**config.mk**
```make
export PLATFORM = sky130hd
export DESIGN_NAME = tea_cell
export DESIGN_NICKNAME = d
export VERILOG_FILES = /design/src/tea_pkg.sv /design/src/tea_cell.sv
export SDC_FILE = /design/constraint.sdc
export NUM_CORES = 1
export LEC_CHECK = 0
export BUFFER_PORTS_ARGS = -buffer_cell sky130_fd_sc_hd__buf_2
export CAP_MARGIN = 20
export CORE_UTILIZATION = 51
export DETAILED_ROUTE_END_ITERATION = 6
export GPL_TIMING_DRIVEN = 0
export PLACE_DENSITY = 0.79
export SYNTH_ARGS = -nofsm -noshare
export SYNTH_HDL_FRONTEND = slang
export SYNTH_SLANG_ARGS = --single-unit
```
**constraint.sdc**
```tcl
create_clock -name clk -period 8.63 [get_ports clk]
set_input_delay 0.863 -clock clk [delete_from_list [all_inputs] [get_ports clk]]
set_output_delay 0.863 -clock clk [all_outputs]
set_load 0.02 [all_outputs]
```
**src/tea_pkg.sv**
```systemverilog
// Package for the TEA block cipher core: key and pipeline types, cipher constants,
// and the round mixing function. No dependencies.
package tea_pkg;

  localparam logic [31:0] TEA_DELTA = 32'h9E37_79B9;

  // Command key used after reset
  localparam logic [31:0] KEY0_RESET = 32'hB0F6_FE55;
  localparam logic [31:0] KEY1_RESET = 32'h410B_BF62;
  localparam logic [31:0] KEY2_RESET = 32'hB47C_B3C9;
  localparam logic [31:0] KEY3_RESET = 32'h7B29_3E97;

  localparam int unsigned CFG_ADDR_W = 4;

  typedef enum logic [1:0] {
    REG_KEY0 = 2'd0,
    REG_KEY1 = 2'd1,
    REG_KEY2 = 2'd2,
    REG_KEY3 = 2'd3
  } reg_idx_t;

  typedef enum logic {
    CMD_ENCRYPT = 1'b0,
    CMD_DECRYPT = 1'b1
  } cmd_t;

  typedef struct packed {
    logic [31:0] k0;
    logic [31:0] k1;
    logic [31:0] k2;
    logic [31:0] k3;
  } key_t;

  // Data that travels down the row of cells
  typedef struct packed {
    cmd_t        cmd;
    logic [31:0] y;
    logic [31:0] z;
  } stage_t;

  function automatic logic [31:0] tea_mix(input logic [31:0] v, input logic [31:0] s,
                                          input logic [31:0] ka, input logic [31:0] kb);
    tea_mix = ((v << 4) + ka) ^ (v + s) ^ ((v >> 5) + kb);
  endfunction

endpackage

```
**src/tea_cell.sv**
```systemverilog
// One half-round of TEA with its stage register; a row of these forms the cipher.
// Depends on tea_pkg.
module tea_cell #(
  parameter logic [31:0] ENC_SUM = 32'h9E37_79B9,
  parameter logic [31:0] DEC_SUM = 32'hC6EF_3720,
  parameter bit          HALF    = 1'b0
) (
  input  logic            clk,
  input  logic            rst_n,
  input  logic            en,
  input  logic            in_valid,
  input  tea_pkg::stage_t in_data,
  input  tea_pkg::key_t   key,
  output logic            out_valid,
  output tea_pkg::stage_t out_data
);

  logic            valid_r;
  tea_pkg::stage_t data_r;
  tea_pkg::stage_t data_nxt;
  logic            dec;
  logic            upd_y;
  logic [31:0]     sum;
  logic [31:0]     src;
  logic [31:0]     dst;
  logic [31:0]     ka;
  logic [31:0]     kb;
  logic [31:0]     mix;
  logic [31:0]     res;

  // Encrypt: first half updates y, second z. Decrypt runs the halves swapped.
  assign dec   = (in_data.cmd == tea_pkg::CMD_DECRYPT);
  assign upd_y = (dec == HALF);
  assign sum   = dec ? DEC_SUM : ENC_SUM;
  assign src   = upd_y ? in_data.z : in_data.y;
  assign dst   = upd_y ? in_data.y : in_data.z;
  assign ka    = upd_y ? key.k0 : key.k2;
  assign kb    = upd_y ? key.k1 : key.k3;
  assign mix   = tea_pkg::tea_mix(src, sum, ka, kb);
  assign res   = dec ? (dst - mix) : (dst + mix);

  always_comb begin
    data_nxt = in_data;
    if (upd_y) begin
      data_nxt.y = res;
    end else begin
      data_nxt.z = res;
    end
  end

  always_ff @(posedge clk) begin
    if (!rst_n) begin
      valid_r <= 1'b0;
    end else if (en) begin
      valid_r <= in_valid;
    end
  end

  always_ff @(posedge clk) begin
    if (en) begin
      data_r <= data_nxt;
    end
  end

  assign out_valid = valid_r;
  assign out_data  = data_r;

endmodule

```
## Word-level counts from Yosys, hierarchy flattened

Cells that the tools add are included.

- Word-level logic and storage cells: 19
- Register bits: 66
- Output and inout port bits: 66
- Input bits: 197

- Multiplexer cells: 8
- Add/subtract/negate cells: 5
- Bitwise logic cells: 2

Operators by type and width:

| operator | count |
|---|---|
| 32-bit 2-to-1 mux | 7 |
| 32-bit adder | 3 |
| 32-bit bitwise XOR | 2 |
| 27-bit by 32-bit adder with 32-bit output | 1 |
| 32-bit subtractor | 1 |
| 31-bit 2-to-1 mux | 1 |

## Depth between registers and ports, before layout

- Depth in word-level cells: 7
- Depth in mapped cells: 37
- Mapped depth without buffers: 29

## Worst setup path before layout

Ideal clock, no wire load.

- Path type: input port to flip-flop
- From: input port in_data[64] (netlist name)
- To: register data_r, in the netlist out_data[63], data pin
- Cell stages on the path: 36
- Library setup time: 274 ps
- Arrival: 8,432 ps
- Buffers on the path: 8
- Slack: -77 ps
- Cell sequence: buf_4 buf_6 buf_4 clkbuf_1 clkbuf_1 clkbuf_1 clkbuf_1 clkbuf_1 mux2_2 ha_1 fa_1 a21o_1 a21oi_1 xnor3_1 xnor2_1 xnor2_1 nor3b_2 nor3b_2 and4_1 inv_1 nor2_1 nor2_1 xnor2_1 ha_1 a21oi_1 o21ai_0 a21o_1 a21o_1 a2111oi_0 a31oi_1 o21ai_0 o21ai_0 o41ai_1 xnor2_1 o311ai_0 o211ai_1

RTL lines:

| what | RTL line | source |
|---|---|---|
| from (decl) | tea_cell.sv:12 | `input tea_pkg::stage_t in_data,` |
| to (signal assigned) | tea_cell.sv:61 | `data_r <= data_nxt;` |
| to (decl) | tea_cell.sv:19 | `tea_pkg::stage_t data_r;` |

==> summary.txt <==
outcome = complete, no violations
synthesized net count = 1605
Worst Path Required = 8660 ps
total congestion overflow = 0
Max stage delay cell, worst path = fa_1
die boundary width = 150 microns
Arrival @ worst endpoint = 8390 ps
aggregate routed wire length = 36.9 mm
fin crit period = 8360 ps
vias in the first global route = 10.3k
end point of the worst hold path = out_valid$_SDFFE_PN0P_
Antenna Violating Nets Remaining = 0
area of the die = 22400 sq um
count of endpoints failing hold in the final timing report = 0
setup ws final = 269 ps
detailed-placement wirelength estimate = 30.3 mm
pin count of the biggest net entering global routing = 46
leading area contributor after synthesis = edfxtp_1
worst slew margin relative to its limit = 33.2%
via count normalized by instance count = 6.07
post-synthesis instance area = 11100 sq um
VDD IR max = 0.148 mV
list of most frequent post-synthesis cells = xnor2_1, o21ai_0, a21oi_1
number of storage elements in the synthesis netlist = 66
clock input transition at the sequential cells of the worst setup and hold paths = 50 ps
ys flop type = edfxtp_1
synthesized area divided by synthesized cell count = 8.48 sq um
total power per unit cell area = 292 nW/um^2
pin slew with the least headroom to its limit = 992 ps
max-cap violation count = 0
cell row count = 53
initial core utilization = 52.5%
Num Clock Sinks = 66
startpoint of the tightest hold check path = out_valid$_SDFFE_PN0P_
Clock Tree Buf Depth = 2
library cells used by synthesis = 89
worst clock skew = 0 ps
number of warnings reported in the yosys synthesis log = 0
post-synthesis to final-layout area growth = 21.0%
sort of element at the end of the critical path = flop
overall die height = 150 microns
Global Route Usage Sum = 32.3%
Post-layout nets = 1885
total power draw = 3.92 mW
number of buffers inserted during clock tree synthesis = 9
worst setup slack before clock tree synthesis = -2470 ps
final-report max-slew violation count = 0
top-level I/O count = 263
core occupancy in the finished layout = 63.5%
final estimated routing congestion in global placement = 0.959
clock insertion delay at the later pin of the skew report = 320 ps
classification of the worst setup path = input port to flop
post-synthesis instance total = 1310
Synth top area share = 17.6%
sequential element share of the synthesized area = 17.8%
largest stage delay on the critical path = 460 ps
Reg2Reg Launch Point = out_valid$_SDFFE_PN0P_
number of levels in the clock H-tree = 3
static leakage = 5.93 nW
TNS Setup = 0 ps
CTS tree = yes
startpoint type of the worst setup path = input port
count of port buffers added during placement = 260
DRC marker count from the first detailed-route iteration = 865
worst reg2reg path endpoint = out_valid$_SDFFE_PN0P_
layout cell share with drive strength beyond 1 = 28.8%
CP max FO = 14
achievable clock frequency = 120 MHz
number of optimization iterations in the first detailed-route pass = 5
total vias in the final route = 11.4k
cell with the most instances after synthesis = xnor2_1
number of stages on the worst hold path = 2
number of cells on the worst reg-to-reg path = 2
post-DR wirelength/cell = 19.7 microns
setup slack of the most critical reg-to-reg path = 8030 ps
number of DRC violations after detailed routing = 0
first-pass GRT wire length = 55.9 mm
proportion of synthesized flip-flops having asynchronous set or reset = 0%
cell types occupying the most area after synthesis = edfxtp_1, ha_1, xnor2_1
final setup fails = 0
class of the tightest hold or removal check = flop to flop
final critical-path share of the clock period = 96.9%
initial antenna violation count = 0
number of flops mapped to enable cells by yosys = 65
root buf cell = clkbuf_16
CORE AREA = 21200 sq um
count of hold-fix buffers inserted at cts = 0
[layer usage]
metal	track usage, %	vias to the layer above	wire (microns)
li1	-	5433	-
met1	46.8	5269	16600
met2	50.0	604	16200
met3	3.60	49	3290
met4	9.13	0	830
met5	0	-	0
[where the power goes]
| group | switching [mW] | internal (mW) |
|---|---|---|
| registers | 0.0305 | 0.570 |
| logic | 1.73 | 1.25 |
| clock network | 0.126 | 0.221 |
[worst max-delay path, delay by kind of cell]
family / cells / cell delay, ps
AND/OR/NAND/NOR: 5 / 800
multiplexers: 1 / 380
adder cells (fa/ha/maj): 3 / 1040
XOR/XNOR: 5 / 1220
buffers and inverters: 8 / 1430
AO/OA/AOI/OAI: 12 / 2620
[registers in the layout, indices dropped and copies added, names as in the netlist]
name	count
out_data	65
out_valid	1
[logic make-up (layout without fill, tap and decap cells)]
logic type                 after synthesis  after routing  share of synthesized area, %
DFF                                     66             66                          17.8
adders and majority gates               98             98                          11.2
xor gates and xnor gates               195            195                          16.9
other                                    0              1                             0
and+or+nand+nor                        337            337                          15.8
AOI/OAI and AO/OA                      393            393                          22.7
buffers and inverters                  102            387                          3.79
muxes                                  119            119                          11.8
[repair_timing]
| item | CTS | global route |
|---|---|---|
| pin swaps | 11 | 19 |
| resized for setup | 56 | 29 |
| setup buffers | 6 | 3 |
| endpoints found under the setup margin | 36 | 14 |
| gates cloned | 0 | 1 |
| endpoints found under the hold margin | 0 | 0 |
[area by class of cell]
type	count	area, sq um
fillers	1845	7720
diodes	1	2.50
clock inverters	6	57.6
plain buffers	47	317
well taps	275	344
multi-input cells	1142	8900
clock buffers	10	229
flip-flops and latches	66	1970
inverters	53	199
repair buffers	271	1410
[worst max-delay path by stage]
stage / slack [ps] / cells past startpoint / start / to
floorplan: 40 / 36 / in_data[64] / out_data[63]$_DFFE_PP_
global placement: -2500 / 36 / in_data[64] / out_data[63]$_DFFE_PP_
detailed placement: -2470 / 36 / in_data[64] / out_data[63]$_DFFE_PP_
CTS: 10 / 37 / in_data[64] / out_data[63]$_DFFE_PP_
global route: -30 / 33 / in_data[64] / out_data[63]$_DFFE_PP_
finish: 270 / 34 / in_data[64] / out_data[63]$_DFFE_PP_
[cell usage in the layout, fill, tap and decap left out, types with 52 or more instances in the layout]
cell type / Yosys / layout
ha_1: 95 / 92
a21oi_1: 101 / 97
edfxtp_1: 65 / 65
xnor2_1: 133 / 126
mux2_2: 96 / 96
nor2_1: 78 / 77
buf_2: 0 / 263
o21ai_0: 102 / 96
nand2_1: 97 / 96
inv_1: 53 / 52
[through the flow]
stage / std cells / area, sq um / hold slack, ps
after floorplan: 1310 / 11100 / 589
after global placement: 1845 / 12800 / 491
after detailed placement: 1846 / 12800 / 523
after CTS: 1868 / 13300 / 537
after global routing: 1870 / 13400 / 561
final: 1871 / 13400 / 534
Note: power is estimated with default switching activity, not from simulation.
