### src/tea_pkg.sv
// Package for the TEA block cipher core: key and pipeline types, cipher constants,
// and the round mixing function. No dependencies.
package tea_pkg;

  localparam logic [31:0] TEA_DELTA = 32'h9E37_79B9;

  // Command key used after reset
  localparam logic [31:0] KEY0_RESET = 32'hB0F6_FE55;
  localparam logic [31:0] KEY1_RESET = 32'h410B_BF62;
  localparam logic [31:0] KEY2_RESET = 32'hB47C_B3C9;
  localparam logic [31:0] KEY3_RESET = 32'h7B29_3E97;

  localparam int unsigned CFG_ADDR_W = 4;

  typedef enum logic [1:0] {
    REG_KEY0 = 2'd0,
    REG_KEY1 = 2'd1,
    REG_KEY2 = 2'd2,
    REG_KEY3 = 2'd3
  } reg_idx_t;

  typedef enum logic {
    CMD_ENCRYPT = 1'b0,
    CMD_DECRYPT = 1'b1
  } cmd_t;

  typedef struct packed {
    logic [31:0] k0;
    logic [31:0] k1;
    logic [31:0] k2;
    logic [31:0] k3;
  } key_t;

  // Data that travels down the row of cells
  typedef struct packed {
    cmd_t        cmd;
    logic [31:0] y;
    logic [31:0] z;
  } stage_t;

  function automatic logic [31:0] tea_mix(input logic [31:0] v, input logic [31:0] s,
                                          input logic [31:0] ka, input logic [31:0] kb);
    tea_mix = ((v << 4) + ka) ^ (v + s) ^ ((v >> 5) + kb);
  endfunction

endpackage

### src/tea_cfg_regs.sv
// APB-style key register file for the TEA core.
// Depends on tea_pkg.
module tea_cfg_regs (
  input  logic                             clk,
  input  logic                             rst_n,
  input  logic                             psel,
  input  logic                             penable,
  input  logic                             pwrite,
  input  logic [tea_pkg::CFG_ADDR_W-1:0]   paddr,
  input  logic [31:0]                      pwdata,
  output logic [31:0]                      prdata,
  output logic                             pready,
  output tea_pkg::key_t                    key
);

  tea_pkg::key_t     key_r;
  tea_pkg::reg_idx_t idx;
  logic              wr_en;

  assign pready = 1'b1;
  assign idx    = tea_pkg::reg_idx_t'(paddr[3:2]);
  assign wr_en  = psel && penable && pwrite && pready;
  assign key    = key_r;

  always_ff @(posedge clk) begin
    if (!rst_n) begin
      key_r.k0 <= tea_pkg::KEY0_RESET;
      key_r.k1 <= tea_pkg::KEY1_RESET;
      key_r.k2 <= tea_pkg::KEY2_RESET;
      key_r.k3 <= tea_pkg::KEY3_RESET;
    end else if (wr_en) begin
      unique case (idx)
        tea_pkg::REG_KEY0: key_r.k0 <= pwdata;
        tea_pkg::REG_KEY1: key_r.k1 <= pwdata;
        tea_pkg::REG_KEY2: key_r.k2 <= pwdata;
        tea_pkg::REG_KEY3: key_r.k3 <= pwdata;
        default: ;
      endcase
    end
  end

  always_comb begin
    unique case (idx)
      tea_pkg::REG_KEY0: prdata = key_r.k0;
      tea_pkg::REG_KEY1: prdata = key_r.k1;
      tea_pkg::REG_KEY2: prdata = key_r.k2;
      tea_pkg::REG_KEY3: prdata = key_r.k3;
      default:           prdata = key_r.k0;
    endcase
  end

endmodule

### config.mk
export PLATFORM = sky130hd
export DESIGN_NAME = tea_cfg_regs
export DESIGN_NICKNAME = d
export VERILOG_FILES = /design/src/tea_pkg.sv /design/src/tea_cfg_regs.sv
export SDC_FILE = /design/constraint.sdc
export NUM_CORES = 1
export LEC_CHECK = 0
export ABC_AREA = 1
export BUFFER_PORTS_ARGS = -buffer_cell sky130_fd_sc_hd__buf_2
export CORE_MARGIN = 10
export CORE_UTILIZATION = 50
export DETAILED_ROUTE_END_ITERATION = 6
export PLACE_DENSITY = 0.81
export SETUP_SLACK_MARGIN = 0.05
export SYNTH_ARGS = -nofsm -noshare
export SYNTH_HDL_FRONTEND = slang
export SYNTH_SLANG_ARGS = --single-unit
### constraint.sdc
create_clock -name clk -period 3 [get_ports clk]
set_input_delay 0.45 -clock clk [delete_from_list [all_inputs] [get_ports clk]]
set_output_delay 0.45 -clock clk [all_outputs]
set_load 0.01 [all_outputs]
# After elaboration in Yosys (flattened, before gate mapping)
# Cells that the tools add are included.
# op_classes
n_mux,1
n_reduce_logical,7
n_lt_le_gt_ge,0
n_bitwise,0
n_div,0
n_shift,0
addsub,0
mul,0
eq_ne,3
# op_table
op,count
$pmux W32 S4,1
$reduce_and A2 Y1,4
$eq A2 B2 Y1 const B,2
$eq A2 B1 Y1 const B,1
$logic_and A1 B1 Y1,2
$logic_not A2 Y1,1
# totals
rom_bits,0
mem_count,0
regBits,128
wordCells,15
out_inout_bits,161
inputBits,41
mem_bits_rw,0
latch_bits,0

# Depth between registers and ports, before layout
# Gate-level depths: netlist (run 1).
# logic_depth
ltp_word,3
mapped_depth,7
ltp_nobuf,5

# Worst setup path after synthesis (run 1)
# OpenSTA, ideal clock, no wires.
# synth_timing
path_kind,input-to-output
startpoint,input port paddr[3] (netlist bit)
endpoint,output port prdata[28]
t_required_ps,2550
arrival_time_ps,1062
setup_slack_ps,1488
n_path_buf,1
path_stages,4
cell_sequence,nor2_2 buf_2 nand2_1 nand4_1
# synth_via
elab_chain_len,2
elab_cells_between_ends,5
cone_classes,eq/ne (3); mux (1); reduce/logical (1)
# synth_rtl
item,line_no,text
from (decl),tea_cfg_regs.sv:9,"input logic [tea_pkg::CFG_ADDR_W-1:0] paddr,"
"$eq A2 B2 Y1, or another cell as far along",tea_cfg_regs.sv:43,unique case (idx)
$pmux W32 S4 (*),tea_cfg_regs.sv:43,
to (decl),tea_cfg_regs.sv:11,"output logic [31:0] prdata,"
# Every way passes the cells marked *; elsewhere a longest branch is shown, timed or not.

# Worst setup path after layout (run 1)
# layout_timing
startpoint,input port paddr[3] (netlist bit)
endpoint,output port prdata[27]
# Same word-level chain as after synthesis.

==> impl_results.md, run 1 <==
* Final wirelength at 18600 microns
* Max Root-Sink Buffers at 2
* Root cell of the clock tree: clkbuf_16
* Pwr dens at 624 nW/um^2
* Die W at 126 microns
* Warnings, synthesis at 0
* FF+latch count, synth at 128
* CTS buffer count at 17
* CP startpoint: paddr[3]
* Iteration-0 DRC Markers at 662
* Hold_buf cts at 0
* M2 GR Usage at 36.9%
* Layout Nets at 1053
* Slew Viols, Final at 0
* Vert. Die Dim at 126 microns
* CTS tree: done
* Row cnt at 38
* Simple-gate area share of the yosys netlist at 46.4%
* Pin count of the biggest net entering global routing at 68
* Grt peak-use layer: met2
* R2r worst-path depth at 2
* Final hold violations at 0
* Post-synthesis sequential area ratio at 45.5%
* Vias in the first global route at 5910
* Post-synthesis cell type count at 18
* Min-delay worst type: input port to flop
* CP Capture Type: output pin
* Initial core utilization at 51.5%
* Final Power at 4.56 mW
* Status: complete, no violations
* Hold Path Stages at 3
* Net count after synthesis at 877
* Max-Cap Viols at 0
* Layout overhead on the synthesized area at 29.6%
* CP required at 2550 ps
* Final core occ at 66.8%
* Compound-cell area share of the yosys netlist at 0%
* Num ports at 202
* Core area at 10900 sq um
* Tightest Pin Transition at 994 ps
* Unrepaired setup endpoints after global routing: false
* Placed wire-length estimate at 12300 microns
* Fmax at 488 MHz
* Met1 usage in global routing at 26.4%
* Post_cts resized at 0
* Via count at 6137
* Total Die Area at 15900 sq um
* Largest family of logic cells by synthesized area: simple AND/OR/NAND/NOR gates
* Critical path class: input port to output pin
* Layout cells sized above 1 at 25.3%
* Routed Antenna Nets at 0
* Clk slew on worst S/H paths at 60 ps
* Reg-to-reg startpoint: key[64]$_SDFFE_PN0P_
* Clk Latency, worst-skew pair at 410 ps
* Cell Area, Synth at 5630 sq um
* Hold wc startpoint: pwdata[14]
* RePlAce Congestion at 0.798
* Avg WL per Cell at 16.0 microns
* Initial antenna violation count at 0
* Leak at 3.67 nW
* Via density at 5.26
* Grt ovf at 0
* Port buffer count at 198
* Critical path startpoint category: input port
* Largest register FFs at 128
* Mapped Cells at 836
* Rel. slew slack at 33.6%
* Post-CTS Setup Bufs at 0
* Post-Route Setup TNS at 0 ps
* Critical-path maximum fanout at 19
* Synthesized-area fraction occupied by adder cells at 0%
* Pre-Repair DR Iteration Count at 6
* Synthesized area per cell at 6.74 sq um
* CTS Sinks at 128
* Tcrit/Tclk final at 68.3%
* Clock Skew at 0 ps
* DRC at 0
* Worst VDD drop at 0.000372 V
* Mux contribution to synthesized area at 0%
* All-Layer GR Usage at 22.2%
* # setup viols final at 0
* First-pass GRT wire length at 29900 microns
* H-tree depth at 4
* Met3 GRT Util at 8.47%
* Fin crit period at 2050 ps
* WP data arrival at 1600 ps
* Synth Area in XOR/XNOR at 0%
-- power breakdown --
| part | internal, mW | switching (mW) |
|---|---|---|
| clock network | 1.59 | 0.774 |
| logic | 0.148 | 0.274 |
| registers | 1.74 | 0.0298 |
| total | 3.48 | 1.08 |
-- logic make-up after synthesis --
family,Yosys count
buf+inv,89
other cells,1
simple gates,618
flops,128
-- worst paths after layout --
| kind | endpoint | slack, ps |
|---|---|---|
| worst max-delay path | prdata[27] | 950 |
| worst min-delay path | key[110]$_SDFFE_PN1P_ | 270 |
| worst max register to register | key[64]$_SDFFE_PN0P_ | 2360 |
| worst min register to register | key[28]$_SDFFE_PN1P_ | 470 |
-- cells in the final DEF (no fill, tap or decap), drive strengths merged --
cell type,instances
nor2,120
nand3,129
inv,33
nand2,337
diode,1
conb,1
buf,213
clkinvlp,1
dfxtp,128
nand4,32
clkinv,5
clkbuf,20
bufinv,6
-- synthesized netlist by cell type --
master / number / area share [%]
nand2_1: 334 / 22
nand3_2: 1 / 0.18
nand2_2: 2 / 0.22
buf_2: 19 / 1.7
inv_2: 3 / 0.20
clkbuf_1: 16 / 1.1
buf_6: 4 / 0.80
nor2_2: 5 / 0.56
dfxtp_1: 128 / 45
buf_4: 17 / 2.3
conb_1: 1 / 0.067
nand3_1: 128 / 11
inv_1: 29 / 1.9
nor2_1: 112 / 7.5
nand2_4: 1 / 0.20
nor2_4: 3 / 0.60
nand4_1: 32 / 3.6
clkinv_2: 1 / 0.089
-- layout make-up --
type / count / area [sq um]
fill: 1008 / 3630
multi-input combinational: 619 / 2630
sequential: 128 / 2560
timing repair buffer: 213 / 1130
clock buffer: 20 / 447
clock inverter: 12 / 231
tap: 140 / 175
inverter: 33 / 125
antenna: 1 / 2.50
-- worst max-delay path, stage by stage --
cell and delay, ps:
buf_2 160, nor2_4 320, buf_4 330, nand2_1 80, nand4_1 110, buf_2 150
-- metrics by stage --
step	instances	hold WS, ps	setup slack (ps)	cell area, sq um
after floorplan	836	500	1490	5630
after global placement	1133	459	964	6620
after detailed placement	1133	459	941	6620
after CTS	1165	263	955	7300
after global routing	1165	281	844	7300
final	1166	273	951	7300
-- routing by layer --
| metal | vias up | routed length [microns] |
|---|---|---|
| li1 | 2997 | - |
| met5 | - | 0 |
| met4 | 0 | 157 |
| met1 | 2870 | 7600 |
| met2 | 249 | 9010 |
| met3 | 21 | 1860 |
Power figures use the tool's default switching activity.
==> run 2, diff against run 1 <==
CORE_UTILIZATION = 45   (was 50)
PLACE_DENSITY = 0.77   (was 0.81)
clock period = 1.8 ns   (was 3 ns; I/O delays follow)
==> run 2 against run 1 <==
  * First-iteration DRC count down 37%
  * Via count decreased by 0.64%
  * Global-route usage fell by 0.75 points
  * Combinational power up 72%
  * Non-clock buffer count up 10
  * Register-to-register slack got worse by 1200 ps
  * Count of clock-buffer cells in the layout grew 6
  * Largest cell class unchanged
  * Largest power group unchanged
  * Highest routed layer unchanged
==> impl_results.md, run 2 (synthesized netlist as in run 1, its figures left out) <==
* Most common cell after layout, fill and taps aside: nand2_1
* Net Sw Frac at 24.0%
* DRC at 0
* Initial core utilization at 46.5%
* Largest register FFs at 128
* Multi-input logic area at 2630 sq um
* Max-Cap Viols at 0
* Layout cells sized above 1 at 25.6%
* Critical path class: input port to output pin
* Layout fillers at 1187
* Fin crit period at 1530 ps
* Post-Route Setup TNS at 0 ps
* Final wirelength at 18900 microns
* Post-CTS Setup Bufs at 0
* Num ports at 202
* Critical-path maximum fanout at 16
* Area of placed instances at 6770 sq um
* Layout Nets at 1063
* Via count at 6098
* CTS Sinks at 128
* Total Die Area at 17400 sq um
* Tightest Pin Transition at 643 ps
* Clock Power Share at 47.7%
* Avg WL per Cell at 15.7 microns
* Hold slack at 79.4 ps
* Internal at 5.34 mW
* Pin count of the biggest net entering global routing at 129
* Final instance area at 7350 sq um
* Critical path startpoint category: input port
* Via density at 5.07
* WP data arrival at 1260 ps
* Worst VDD drop at 0.000641 V
* CP required at 1530 ps
* RePlAce Congestion at 0.803
* Power share of the sequential group at 42.0%
* H-tree depth at 4
* Placed Cells at 1171
* First-pass GRT wire length at 30800 microns
* Clk slew on worst S/H paths at 50 ps
* Port buffer count at 198
* Clk Latency, worst-skew pair at 420 ps
* Final hold violations at 0
* Worst Hold End: key[69]$_SDFFE_PN1P_
* Gate power share at 10.3%
* Leak at 3.68 nW
* Min-delay worst type: input port to flop
* Final core occ at 60.7%
* Max Root-Sink Buffers at 2
* Fmax at 652 MHz
* Clock Skew at 0 ps
* R2R Setup Slk at 1150 ps
* Hold wc startpoint: pwdata[5]
* CTS tree: done
* Pwr dens at 956 nW/um^2
* Core area at 12100 sq um
* Status: complete, no violations
* Register Area at 2560 sq um
* Initial antenna violation count at 1
* Vert. Die Dim at 132 microns
* Unrepaired setup endpoints after global routing: false
* Post_cts resized at 0
* Non-filler cells, final at 1203
* All-Layer GR Usage at 21.5%
* Hold Path Stages at 3
* Routed Antenna Nets at 0
* Sw power at 1.69 mW
* # setup viols final at 0
* Vias in the first global route at 5963
* CTS buffer count at 17
* Layout overhead on the synthesized area at 30.5%
* Placed wire-length estimate at 12800 microns
* Die W at 132 microns
* Tcrit/Tclk final at 85.3%
* Rel. slew slack at 57.1%
* Reg-to-reg startpoint: key[78]$_SDFFE_PN0P_
* Grt ovf at 0
* Worst R2R End: key[78]$_SDFFE_PN0P_
* Most used cells in the layout excluding fill and tap cells: nand2_1, buf_2, nand3_1, dfxtp_1, nor2_1
* CP Capture Type: output pin
* Hold_buf cts at 0
* Slew Viols, Final at 0
* R2r worst-path depth at 2
* Iteration-0 DRC Markers at 420
* Root cell of the clock tree: clkbuf_16
* Row cnt at 40
* Pre-Repair DR Iteration Count at 7
## run 2: changes by cell type in the layout (fill, tap and decap cells not counted), sizes merged
cell	previous run	this run
buf	213	223
clkbuf	20	26
bufinv	6	2
clkinv	5	3
inv	33	32
## run 2: worst max-delay path by stage
stage	startpoint	endpoint	slack [ps]	cells past startpoint
2_1_floorplan	paddr[3]	prdata[28]	650	4
3_3_place_gp	paddr[3]	key[53]$_SDFFE_PN1P_	200	7
3_5_place_dp	paddr[3]	key[44]$_SDFFE_PN1P_	170	7
4_1_cts	paddr[2]	prdata[9]	250	7
5_1_grt	paddr[2]	prdata[3]	160	7
6_report	paddr[2]	prdata[9]	270	7
## run 2: per-stage QoR
step / total power [mW] / setup WS, ps
finish: 7.02 / 265
CTS: 7.08 / 246
global route: 7.29 / 160
global placement: 3.72 / 197
floorplan: 3.42 / 648
detailed placement: 3.74 / 168
## run 2: power groups by stage
stage	clock [mW]	combinational [mW]	sequential [mW]
global route	3.52	0.810	2.96
CTS	3.40	0.732	2.95
floorplan	0	0.391	3.03
detailed placement	0	0.729	3.01
finish	3.35	0.726	2.95
global placement	0	0.718	3.01
## run 2: layer usage
metal	part of all wire, %	global-route usage [%]	vias up
met2	47	35.0	266
met3	9.3	7.85	36
li1	-	-	3017
met4	2.4	9.27	0
met1	41	24.7	2779
met5	0	0	-
## run 2: final cells by class
type	instances	share of cell area (%)
clock buffers	26	6.79
inverters	33	1.70
clock inverters	5	1.06
well taps	168	2.86
diodes	1	0.0341
multi-input cells	619	35.8
repair buffers	223	16.9
flip-flops and latches	128	34.9
## run 2: worst max-delay path: stages
cell	delay, ps
buf_2	180
inv_2	80
nor2_4	150
buf_4	250
nand2_1	80
nand4_1	100
buf_2	140
==> run 3, diff against run 2 <==
ABC_AREA = default   (was 1)
GPL_TIMING_DRIVEN = 0   (was default)
==> run 3 against run 2 <==
  * Setup slack got worse by 160 ps
  * Highest routed layer unchanged
  * Worst hold slack improved by 35 ps
  * Clock power decreased by 4%
  * Global-route usage increased by 1.9 points
  * Fmax decreased by 9.2%
  * Via count decreased by 14%
  * Cell area increased by 0.70%
==> impl_results.md, run 3 <==
* Slew Viols, Final at 0
* Mapped Cells at 548
* Synthesized-area fraction occupied by adder cells at 0%
* Fin crit period at 1690 ps
* Final Power at 6.79 mW
* Largest family of logic cells by synthesized area: multiplexers
* Most used cells in the layout excluding fill and tap cells: buf_2, dfxtp_1, mux2i_1
* Row cnt at 40
* Hold wc startpoint: pwdata[11]
* Ranking of synthesized cells by area: dfxtp_1, mux2i_1, mux4_2
* Initial core utilization at 46.2%
* Iteration-0 DRC Markers at 475
* Critical path class: input port to output pin
* Warnings, synthesis at 0
* Final wirelength at 20900 microns
* Fraction of registers with async set/reset at 0%
* Largest area contributor in the netlist: dfxtp_1
* Area of placed instances at 6780 sq um
* DRC at 0
* Max Root-Sink Buffers at 2
* Largest register FFs at 128
* Rel. slew slack at 39.5%
* Post-synthesis cell type count at 24
* Fmax at 592 MHz
* CTS buffer count at 17
* WP data arrival at 1420 ps
* Leak at 3.34 nW
* Core area at 12100 sq um
* Synth top area share at 45.8%
* Primary FF master, synth: dfxtp_1
* Clock Skew at 0 ps
* Most common cell in the netlist: dfxtp_1
* Worst VDD drop at 0.000492 V
* Layout Nets at 804
* Compound-cell area share of the yosys netlist at 7.16%
* Via density at 5.55
* Register Area at 2560 sq um
* Placed wire-length estimate at 15300 microns
* Critical-path maximum fanout at 10
* Synth Area in XOR/XNOR at 0%
* Worst R2R End: key[125]$_SDFFE_PN1P_
* Post-synthesis sequential area ratio at 45.8%
* Port buffer count at 196
* CTS tree: done
* Grt ovf at 0
* H-tree depth at 4
* FF+latch count, synth at 128
* Tcrit/Tclk final at 93.9%
* Vert. Die Dim at 131 microns
* Root cell of the clock tree: clkbuf_16
* First-pass GRT wire length at 31800 microns
* Avg WL per Cell at 22.1 microns
* Pre-Repair DR Iteration Count at 5
* Max-Cap Viols at 0
* Clk Latency, worst-skew pair at 410 ps
* Net count after synthesis at 589
* R2R Setup Slk at 1090 ps
* Pin count of the biggest net entering global routing at 17
* Total Die Area at 17300 sq um
* Synthesized area per cell at 10.2 sq um
* Simple-gate area share of the yosys netlist at 11.3%
* Final instance area at 7400 sq um
* Layout overhead on the synthesized area at 32.3%
* Ant diodes at 0
* CTS Sinks at 128
* Final core occ at 61.1%
* Post-CTS Setup Bufs at 0
* Min-delay worst type: input port to flop
* Tightest Pin Transition at 908 ps
* R2r worst-path depth at 1
* Most frequent cells after synthesis: dfxtp_1, mux2i_1, nand2_1, nor2_1, mux4_2
* Mux contribution to synthesized area at 29.9%
* RePlAce Congestion at 0.847
* Reg-to-reg startpoint: key[125]$_SDFFE_PN1P_
* Pwr dens at 918 nW/um^2
* Unrepaired setup endpoints after global routing: false
* CP Capture Type: output pin
* # setup viols final at 0
* Die W at 131 microns
* Routed Antenna Nets at 0
* Layout cells sized above 1 at 36.9%
* CP required at 1530 ps
* Clk slew on worst S/H paths at 60 ps
* Worst Hold End: key[43]$_SDFFE_PN0P_
* Critical path startpoint category: input port
* Hold Path Stages at 3
* Multi-input logic area at 2710 sq um
* Initial antenna violation count at 0
* Final hold violations at 0
* Vias in the first global route at 5361
* Post-synth EDFFs at 0
* Most common cell after layout, fill and taps aside: buf_2
* Cell Area, Synth at 5590 sq um
* Status: complete, no violations
* All-Layer GR Usage at 23.4%
* Layout fillers at 1060
* Num ports at 202
* Via count at 5229
==> run 3: cell count changes after synthesis, moves of 31 or more <==
| cell | previous run | this run |
|---|---|---|
| mux2i_1 | 0 | 95 |
| mux4_2 | 0 | 32 |
| nand2_1 | 334 | 85 |
| nand3_1 | 128 | 1 |
| nand4_1 | 32 | 1 |
| nor2_1 | 112 | 59 |
==> run 3: how the worst max path moves through the flow <==
stage | from | cells after the start | end
after floorplan | paddr[2] | 3 | prdata[0]
after global placement | paddr[3] | 6 | prdata[5]
after detailed placement | paddr[3] | 6 | prdata[3]
after CTS | paddr[2] | 4 | prdata[9]
after global routing | paddr[3] | 6 | prdata[3]
final | paddr[3] | 6 | prdata[3]
==> run 3: report_power, final <==
part	internal, mW	switching [mW]
registers	2.88	0.0368
clock network	1.92	1.30
logic	0.260	0.396
total	5.06	1.73
==> run 3: cell type report <==
class                      count  area share [%]
tap                          168            2.84
clock inverter                13            1.57
multi-input combinational    346            36.6
sequential                   128            34.6
timing repair buffer         196            13.3
inverter                      23            1.17
buffer                        51            4.04
clock buffer                  18            5.94
==> run 3: timing repair <==
| action | CTS | global route |
|---|---|---|
| pin swaps | 0 | 0 |
| endpoints found under the hold margin | 0 | 0 |
| resized for setup | 12 | 7 |
| hold buffers | 0 | 0 |
| endpoints found under the setup margin | 31 | 23 |
==> run 3: metrics by stage <==
step | hold WS, ps | setup TNS, ps | setup slack [ps] | cells
after CTS | 104 | 0 | 47.6 | 943
after detailed placement | 468 | -7180 | -319 | 912
final | 115 | 0 | 110 | 943
after global routing | 111 | 0 | 64.4 | 943
after global placement | 453 | -6020 | -282 | 912
after floorplan | 412 | 0 | 255 | 548
==> run 3: layer usage <==
layer / routed length (microns) / up-vias / GRT usage, %
li1: - / 2339 / -
met3: 1770 / 30 / 6.21
met2: 10100 / 284 / 38.6
met5: 0 / - / 0
met4: 382 / 0 / 7.60
met1: 8660 / 2576 / 29.0
==> run 3: kinds of logic (layout without fill, tap and decap cells) <==
group / count (synthesis) / count (layout)
AND/OR/NAND/NOR: 158 / 158
multiplexers: 127 / 127
other: 1 / 1
buffers and inverters: 74 / 301
flip-flops: 128 / 128
AO/OA/AOI/OAI: 60 / 60
==> run 3: worst max-delay path: stages <==
cell and delay, ps:
buf_2 120, buf_6 170, buf_12 170, buf_6 190
mux4_2 330, buf_2 170
